**src/design/pidcs_pkg.sv**
```systemverilog
package pidcs_pkg;

  localparam int STEP_W = 3;

  // Filter coefficients, Q0.16 (they sum to one)
  localparam logic signed [32:0] COEF_NEW = 33'sd45875;
  localparam logic signed [32:0] COEF_OLD = 33'sd19661;

  // Multiplier operand A sources
  localparam logic [2:0] A_NONE = 3'd0;
  localparam logic [2:0] A_KI   = 3'd1;
  localparam logic [2:0] A_KP   = 3'd2;
  localparam logic [2:0] A_KD   = 3'd3;
  localparam logic [2:0] A_NEW  = 3'd4;
  localparam logic [2:0] A_OLD  = 3'd5;

  // Multiplier operand B sources
  localparam logic [1:0] B_ERR  = 2'd0;
  localparam logic [1:0] B_DIFF = 2'd1;
  localparam logic [1:0] B_FILT = 2'd2;

  typedef struct packed {
    logic [2:0] a_sel;
    logic [1:0] b_sel;
    logic       clr_jump;      // leave the program and clear state on a clear command
    logic       ld_err;
    logic       ld_diff;
    logic       upd_int;
    logic       acc_from_p;
    logic       upd_filt;
    logic       acc_from_int;
    logic       acc_add;
    logic       finish;
  } ctrl_word_t;

  // Control store: one word per step of a control update
  function automatic ctrl_word_t ucode(input logic [STEP_W-1:0] step);
    ctrl_word_t cw;
    cw = '0;
    unique case (step)
      3'd0: begin
        cw.ld_err   = 1'b1;
        cw.clr_jump = 1'b1;
      end
      3'd1: begin
        cw.a_sel   = A_KI;
        cw.b_sel   = B_ERR;
        cw.ld_diff = 1'b1;
      end
      3'd2: begin
        cw.upd_int = 1'b1;
        cw.a_sel   = A_NEW;
        cw.b_sel   = B_DIFF;
      end
      3'd3: begin
        cw.acc_from_p = 1'b1;
        cw.a_sel      = A_OLD;
        cw.b_sel      = B_FILT;
      end
      3'd4: begin
        cw.upd_filt = 1'b1;
        cw.a_sel    = A_KP;
        cw.b_sel    = B_ERR;
      end
      3'd5: begin
        cw.acc_from_int = 1'b1;
        cw.a_sel        = A_KD;
        cw.b_sel        = B_FILT;
      end
      3'd6: begin
        cw.acc_add = 1'b1;
      end
      3'd7: begin
        cw.finish = 1'b1;
      end
      default: cw = '0;
    endcase
    return cw;
  endfunction

endpackage

```
**src/design/pidcs_datapath.sv**
```systemverilog
module pidcs_datapath
  import pidcs_pkg::*;
(
  input  logic               clk,
  input  logic               rst,
  input  logic               en,
  input  logic               clear,
  input  logic               load,
  input  ctrl_word_t         cw,
  input  logic signed [31:0] setpoint,
  input  logic signed [31:0] measurement,
  input  logic signed [31:0] proportional_gain,
  input  logic signed [31:0] integral_gain,
  input  logic signed [31:0] derivative_gain,
  input  logic        [30:0] windup_limit,
  input  logic signed [31:0] output_upper,
  input  logic signed [31:0] output_lower,
  output logic signed [31:0] drive_value
);

  logic signed [31:0] sp;
  logic signed [31:0] meas;
  logic signed [31:0] err;
  logic signed [32:0] diff;
  logic signed [65:0] prod;
  logic signed [51:0] acc;

  logic signed [31:0] integral_sum;
  logic signed [31:0] last_error;
  logic signed [31:0] filtered_difference;

  logic signed [32:0] op_a;
  logic signed [32:0] op_b;
  logic signed [32:0] sp_diff;
  logic signed [31:0] err_next;
  logic signed [65:0] prod_bias;
  logic signed [49:0] rnd;
  logic signed [50:0] int_sum;
  logic signed [50:0] wl_pos;
  logic signed [50:0] wl_neg;
  logic signed [31:0] integral_sum_next;
  logic signed [51:0] fsum;
  logic signed [35:0] fshift;
  logic signed [31:0] filt_next;
  logic signed [51:0] up_ext;
  logic signed [51:0] lo_ext;

  always_comb begin
    unique case (cw.a_sel)
      A_KI:    op_a = {integral_gain[31], integral_gain};
      A_KP:    op_a = {proportional_gain[31], proportional_gain};
      A_KD:    op_a = {derivative_gain[31], derivative_gain};
      A_NEW:   op_a = COEF_NEW;
      A_OLD:   op_a = COEF_OLD;
      default: op_a = '0;
    endcase
    unique case (cw.b_sel)
      B_ERR:   op_b = {err[31], err};
      B_DIFF:  op_b = diff;
      B_FILT:  op_b = {filtered_difference[31], filtered_difference};
      default: op_b = '0;
    endcase
  end

  // Error, saturated to 32 bits
  assign sp_diff = {sp[31], sp} - {meas[31], meas};
  always_comb begin
    if (sp_diff[32] != sp_diff[31]) begin
      err_next = sp_diff[32] ? 32'sh8000_0000 : 32'sh7FFF_FFFF;
    end else begin
      err_next = sp_diff[31:0];
    end
  end

  // Round half up back to Q16.16
  assign prod_bias = prod + 66'sd32768;
  assign rnd       = prod_bias[65:16];

  // Integral with symmetric clamp
  assign int_sum = 51'(integral_sum) + 51'(rnd);
  assign wl_pos  = signed'({20'd0, windup_limit});
  assign wl_neg  = -wl_pos;
  always_comb begin
    if (int_sum > wl_pos) begin
      integral_sum_next = wl_pos[31:0];
    end else if (int_sum < wl_neg) begin
      integral_sum_next = wl_neg[31:0];
    end else begin
      integral_sum_next = int_sum[31:0];
    end
  end

  // Difference filter: new term sits in acc, old term in the product
  assign fsum   = acc + 52'(prod) + 52'sd32768;
  assign fshift = fsum[51:16];
  always_comb begin
    if (fshift[35:31] != {5{fshift[31]}}) begin
      filt_next = fshift[35] ? 32'sh8000_0000 : 32'sh7FFF_FFFF;
    end else begin
      filt_next = fshift[31:0];
    end
  end

  // Output clamp, upper bound checked first
  assign up_ext = 52'(output_upper);
  assign lo_ext = 52'(output_lower);
  always_comb begin
    if (acc > up_ext) begin
      drive_value = output_upper;
    end else if (acc < lo_ext) begin
      drive_value = output_lower;
    end else begin
      drive_value = acc[31:0];
    end
  end

  always_ff @(posedge clk) begin
    if (load) begin
      sp   <= setpoint;
      meas <= measurement;
    end
    if (en) begin
      prod <= op_a * op_b;
      if (cw.ld_err) begin
        err <= err_next;
      end
      if (cw.ld_diff) begin
        diff <= {err[31], err} - {last_error[31], last_error};
      end
      if (cw.acc_from_p) begin
        acc <= 52'(prod);
      end else if (cw.acc_from_int) begin
        acc <= 52'(rnd) + 52'(integral_sum);
      end else if (cw.acc_add) begin
        acc <= acc + 52'(rnd);
      end
    end
  end

  always_ff @(posedge clk) begin
    if (rst || clear) begin
      integral_sum        <= '0;
      last_error          <= '0;
      filtered_difference <= '0;
    end else if (en) begin
      if (cw.upd_int) begin
        integral_sum <= integral_sum_next;
      end
      if (cw.upd_filt) begin
        filtered_difference <= filt_next;
      end
      if (cw.finish) begin
        last_error <= err;
      end
    end
  end

endmodule

```
**src/design/pid_controller_step_core.sv**
```systemverilog
// PID controller step in signed Q16.16 with a clamped integral and a low-pass
// filtered error difference. A control step runs the program in the control
// store after its transfer on the input channel, and a new item is taken only
// once the previous one has left the program; a clear command gives no result.
// One shared 33 x 33 multiplier serves the five products in turn, one per step.
// A finished result waits in the output register while the next item is taken;
// configuration writes belong to idle periods.
module pid_controller_step_core
  import pidcs_pkg::*;
(
  input  logic               clk,
  input  logic               rst,
  input  logic               in_valid,
  output logic               in_ready,
  input  logic               command,
  input  logic signed [31:0] setpoint,
  input  logic signed [31:0] measurement,
  output logic               out_valid,
  input  logic               out_ready,
  output logic signed [31:0] drive,
  input  logic               cfg_write,
  input  logic [2:0]         cfg_index,
  input  logic [31:0]        cfg_data
);

  localparam logic [2:0] REG_KP    = 3'd0;
  localparam logic [2:0] REG_KI    = 3'd1;
  localparam logic [2:0] REG_KD    = 3'd2;
  localparam logic [2:0] REG_WL    = 3'd3;
  localparam logic [2:0] REG_UPPER = 3'd4;
  localparam logic [2:0] REG_LOWER = 3'd5;

  logic signed [31:0] proportional_gain;
  logic signed [31:0] integral_gain;
  logic signed [31:0] derivative_gain;
  logic        [30:0] windup_limit;
  logic signed [31:0] output_upper;
  logic signed [31:0] output_lower;

  logic              busy;
  logic [STEP_W-1:0] step;
  logic              cmd_reg;
  ctrl_word_t        cw;
  logic              accept;
  logic              stall;
  logic              advance;
  logic              quit;
  logic signed [31:0] drive_value;

  always_ff @(posedge clk) begin
    if (rst) begin
      proportional_gain <= 32'sd65536;
      integral_gain     <= '0;
      derivative_gain   <= '0;
      windup_limit      <= 31'd6553600;
      output_upper      <= 32'sd6553600;
      output_lower      <= -32'sd6553600;
    end else if (cfg_write) begin
      unique case (cfg_index)
        REG_KP:    proportional_gain <= cfg_data;
        REG_KI:    integral_gain     <= cfg_data;
        REG_KD:    derivative_gain   <= cfg_data;
        REG_WL:    windup_limit      <= cfg_data[30:0];
        REG_UPPER: output_upper      <= cfg_data;
        REG_LOWER: output_lower      <= cfg_data;
        default: ;
      endcase
    end
  end

  assign cw       = ucode(step);
  assign in_ready = !busy;
  assign accept   = in_valid && in_ready;
  // hold the last step while the previous result is still waiting
  assign stall    = cw.finish && out_valid && !out_ready;
  assign advance  = busy && !stall;
  assign quit     = (cw.clr_jump && cmd_reg) || cw.finish;

  always_ff @(posedge clk) begin
    if (rst) begin
      busy    <= 1'b0;
      step    <= '0;
      cmd_reg <= 1'b0;
    end else if (accept) begin
      busy    <= 1'b1;
      step    <= '0;
      cmd_reg <= command;
    end else if (advance) begin
      if (quit) begin
        busy <= 1'b0;
        step <= '0;
      end else begin
        step <= step + 1'b1;
      end
    end
  end

  always_ff @(posedge clk) begin
    if (rst) begin
      out_valid <= 1'b0;
    end else if (advance && cw.finish) begin
      out_valid <= 1'b1;
    end else if (out_ready) begin
      out_valid <= 1'b0;
    end
  end

  always_ff @(posedge clk) begin
    if (advance && cw.finish) begin
      drive <= drive_value;
    end
  end

  pidcs_datapath u_datapath (
    .clk               (clk),
    .rst               (rst),
    .en                (advance),
    .clear             (advance && cw.clr_jump && cmd_reg),
    .load              (accept),
    .cw                (cw),
    .setpoint          (setpoint),
    .measurement       (measurement),
    .proportional_gain (proportional_gain),
    .integral_gain     (integral_gain),
    .derivative_gain   (derivative_gain),
    .windup_limit      (windup_limit),
    .output_upper      (output_upper),
    .output_lower      (output_lower),
    .drive_value       (drive_value)
  );

  a_start: assert property (@(posedge clk) disable iff (rst)
    accept |=> busy && step == '0)
    else $error("accepted item did not start the program at step zero");

  a_idle_step: assert property (@(posedge clk) disable iff (rst)
    !busy |-> step == '0)
    else $error("step counter not parked while idle");

  a_result: assert property (@(posedge clk) disable iff (rst)
    advance && cw.finish |=> out_valid && !busy)
    else $error("finished program did not present a result");

  a_clear_silent: assert property (@(posedge clk) disable iff (rst)
    advance && cw.clr_jump && cmd_reg && !out_valid |=> !out_valid && !busy)
    else $error("clear command produced a result or kept running");

endmodule
```
**config.mk**
```make
export PLATFORM = sky130hd
export DESIGN_NAME = pid_controller_step_core
export DESIGN_NICKNAME = d
export VERILOG_FILES = /design/src/design/pidcs_pkg.sv /design/src/design/pidcs_datapath.sv /design/src/design/pid_controller_step_core.sv
export SDC_FILE = /design/constraint.sdc
export NUM_CORES = 2
export LEC_CHECK = 0
export ABC_AREA = 1
export BUFFER_PORTS_ARGS = -buffer_cell sky130_fd_sc_hd__buf_2
export CORE_ASPECT_RATIO = 0.9
export CORE_UTILIZATION = 40
export DETAILED_ROUTE_END_ITERATION = 12
export PLACE_DENSITY = 0.59
export SLEW_MARGIN = 20
export SYNTH_ARGS = -nofsm -noshare
export SYNTH_HDL_FRONTEND = slang
export SYNTH_SLANG_ARGS = --single-unit
```
**constraint.sdc**
```tcl
create_clock -name clk -period 10.8 [get_ports clk]
set_input_delay 1.08 -clock clk [delete_from_list [all_inputs] [get_ports clk]]
set_output_delay 1.08 -clock clk [all_outputs]
set_load 0.01 [all_outputs]
```
==> run_results.csv <==
group,metric,value,unit
run_status,outcome,"finished clean",
timing,finalHoldViolCount,0,
final_layout,fillers,20700,
logic_synthesis,synth_edf_count,279,
setup_path,critPathMaxFanout,16,
die,start_util,40.3,%
grt,grt_pass1_wl,471,mm
timing,rsz0062_at_grt,"no",
logic_synthesis,avgSynthCellArea,7.67,sq um
placement,gp_congestion,1.02,
setup_path,slowest_delay,0.73,ns
timing,finalMaxSlewViolations,0,
setup_path,crit_type,"reg2reg",
pwr,pwr-share-clk,21.5,%
pwr,leakagePower,44.8,nW
logic_synthesis,yosysWarningCount,0,
placement,post-dp-hpwl,264,mm
pwr,power_frac_comb,55.9,%
logic_synthesis,syn_area,82200,sq um
routing,post-route-drc-count,0,
clock_tree,clk_pin_slew_worst_paths,0.06,ns
clock_tree,worstSkewPairLatency,0.73,ns
clock_tree,cts.sinks,572,
clock_tree,clockRootBuffer,"clkbuf_16",
die,design.core.area,204000,sq um
setup_path,ff2ff_setup_slack,0.40,ns
timing,fin_skew,0.0738,ns
die,die_w,480,um
pwr,vdd.ir_drop.worst,0.182,mV
clock_tree,cts_buffer_depth,3,
pwr,seqPwrFrac,22.6,%
min_path,worstHoldStart,"u_datapath.last_error[10]",
timing,fin_setup_tns,0,ns
placement,dpl_cell_area,86300,sq um
pwr,swShare,49.4,%
final_layout,top_regs,"u_datapath.prod: 66 flops, u_datapath.acc: 52 flops, u_datapath.diff: 33 flops",
placement,portBuffers,138,
grt,antenna_found_initial,30,
grt,grt-ovfl-total,0,
setup_path,cp.arrival,10.85,ns
routing,drt_iter0_drc,6985,
logic_synthesis,ys.flop_type,"dfxtp_1",
setup_path,worstPathRequired,11.25,ns
die,dieHeight,432,um
routing,vias,72300,
clock_tree,cts_tree,"yes",
logic_synthesis,synth.distinct_cells,67,
final_layout,area_growth,8.18,%
min_path,hp-class,"reg2reg",
setup_path,cpMostUsedCell,"inv_1",
grt,grt_pass1_vias,73200,
clock_tree,ctsHtreeMaxLevel,3,
routing,vias_per_cell,5.35,
routing,drtAntennaViolNets,0,
timing,setup_viol,0,
routing,dr.pass1.iters,9,
clock_tree,cts_inserted_buffers,69,
pwr,p_per_area,141,nW/um^2
clock_tree,cts_hold_buf,0,
setup_path,end_kind,"register",
final_layout,fin_nets,12600,
timing,relSlewSlack,20.6,%
routing,wl,317,mm
timing,tightest_slew,1.18,ns
setup_path,startpoint_type,"register",
grt,track_usage,30.6,%
final_layout,largest_reg_flops,66,
logic_synthesis,yosys_register_bits,572,
final_layout,fin_util,43.6,%
setup_path,crit_path_top_delay_cell,"clkinv_1",
final_layout,drive_gt1_share,5.39,%
final_layout,final_common_cell,"nand2_1",
setup_path,r2r_end,"u_datapath.prod[63]",
final_layout,stdcell_area,88900,sq um
die,fp-row-count,157,
min_path,hold_path_depth,2,
pwr,p_int,6.34,mW
pwr,power_switching,6.18,mW
final_layout,mostFrequentLayoutCells,"nand2_1, inv_1, fa_1",
logic_synthesis,ys_async_sr_fraction,0,%
grt,grt_max_degree,77,
timing,finalCriticalPeriod,10.40,ns
routing,wl_per_cell,23.4,um
die,num_io_pins,139,
timing,fmax,96.2,MHz
die,die-area,207000,sq um
timing,period_share,96.3,%
final_layout,regMostFlops,"u_datapath.prod",
logic_synthesis,netlist_instances,10700,
logic_synthesis,syn_nets,12600,
min_path,min_to,"u_datapath.last_error[10]",
logic_synthesis,ys_seq_area_share,17.3,%
run,maxCapViolations,0,
setup_path,worst-r2r-cell-count,37,
setup_path,reg2reg_from,"step[0]",
-- per-layer routing --
metal	track usage [%]	part of all wire [%]	up-vias
li1	-	-	33200
met1	42.8	44	35500
met2	46.3	43	3018
met3	5.59	8.6	532
met4	13.4	5.0	16
met5	0	0.029	-
-- power by group through the flow --
| stage | clock, mW | combinational [mW] | sequential (mW) |
|---|---|---|---|
| finish | 2.69 | 7.00 | 2.83 |
| global route | 2.82 | 7.64 | 2.83 |
| CTS | 2.74 | 6.88 | 2.83 |
| detailed placement | 0 | 6.83 | 2.87 |
| global placement | 0 | 6.81 | 2.87 |
| floorplan | 0 | 4.44 | 2.70 |
-- synthesized netlist by cell type, drive strengths merged, types with 4 or more instances --
cell / instances / area (sq um)
o21ai: 464 / 2330
a21oi: 597 / 3000
nand2: 2364 / 8920
a31oi: 103 / 644
a211oi: 12 / 90.1
ha: 673 / 8420
a221oi: 15 / 163
clkinv: 9 / 33.8
nor4: 39 / 263
nand3b: 13 / 97.6
or2: 32 / 200
o211ai: 33 / 248
clkbuf: 197 / 741
xor2: 171 / 1510
o31ai: 4 / 30.0
a2111oi: 4 / 35.0
o21a: 60 / 450
inv: 2305 / 8650
nand3: 390 / 2000
nand4: 95 / 594
o221ai: 11 / 96.3
a22oi: 21 / 163
o21bai: 43 / 345
and2: 22 / 138
a21boi: 21 / 158
nor2: 931 / 3580
buf: 154 / 807
dfxtp: 293 / 5870
a21o: 20 / 150
edfxtp: 279 / 8380
xnor2: 101 / 903
fa: 1126 / 22500
nor3: 86 / 460
-- what timing repair did --
action | in CTS | in global routing
endpoints found under the setup margin | 0 | 2
setup buffers | 0 | 0
resized for setup | 0 | 2
-- logic make-up after synthesis --
| kind of cell | synth area share (%) |
|---|---|
| flops | 17.3 |
| fa+ha+maj | 37.7 |
| compound gates | 9.76 |
| buf+inv | 12.5 |
| simple gates | 19.8 |
| xor+xnor | 2.93 |
-- final cells by class --
cell class / instances / area (sq um) / share of cell area, %
Antenna cell: 16 / 40.0 / 0.0450
Tap cell: 2703 / 3380 / 3.81
Clock inverter: 42 / 661 / 0.743
Clock buffer: 86 / 1910 / 2.15
Inverter: 2314 / 8690 / 9.78
Multi-Input combinational cell: 7469 / 57800 / 65.1
Timing Repair Buffer: 309 / 2140 / 2.40
Sequential cell: 572 / 14200 / 16.0
-- worst max-delay path by stage --
stage,cells after the start,end,slack [ns],from
detailed placement,36,u_datapath.prod[51],0.44,step[1]
floorplan,11,u_datapath.integral_sum[10],1.53,out_ready
finish,37,u_datapath.prod[63],0.40,step[0]
global placement,37,u_datapath.prod[59],0.58,step[1]
global route,37,u_datapath.prod[63],0.11,step[0]
CTS,36,u_datapath.prod[51],0.41,step[1]
-- critical path: cells and delay by family, from the launching register on --
kind                     cells  cell delay (ns)
flip-flops                   1             0.34
buffers and inverters       13             2.45
AO/OA/AOI/OAI                1             0.15
AND/OR/NAND/NOR             12             2.52
adder cells (fa/ha/maj)     10             4.43
XOR/XNOR                     1             0.17
-- stage by stage --
step                instances  power (mW)  hold slack (ns)  setup slack, ns
floorplan               10700        7.13            0.429             1.53
global placement        13400        9.68            0.448            0.583
detailed placement      13400        9.70            0.454            0.440
CTS                     13500        12.4            0.463            0.411
global route            13500        13.3            0.475            0.113
finish                  13500        12.5            0.460            0.405
No activity file was read; power rests on OpenSTA's default activity.
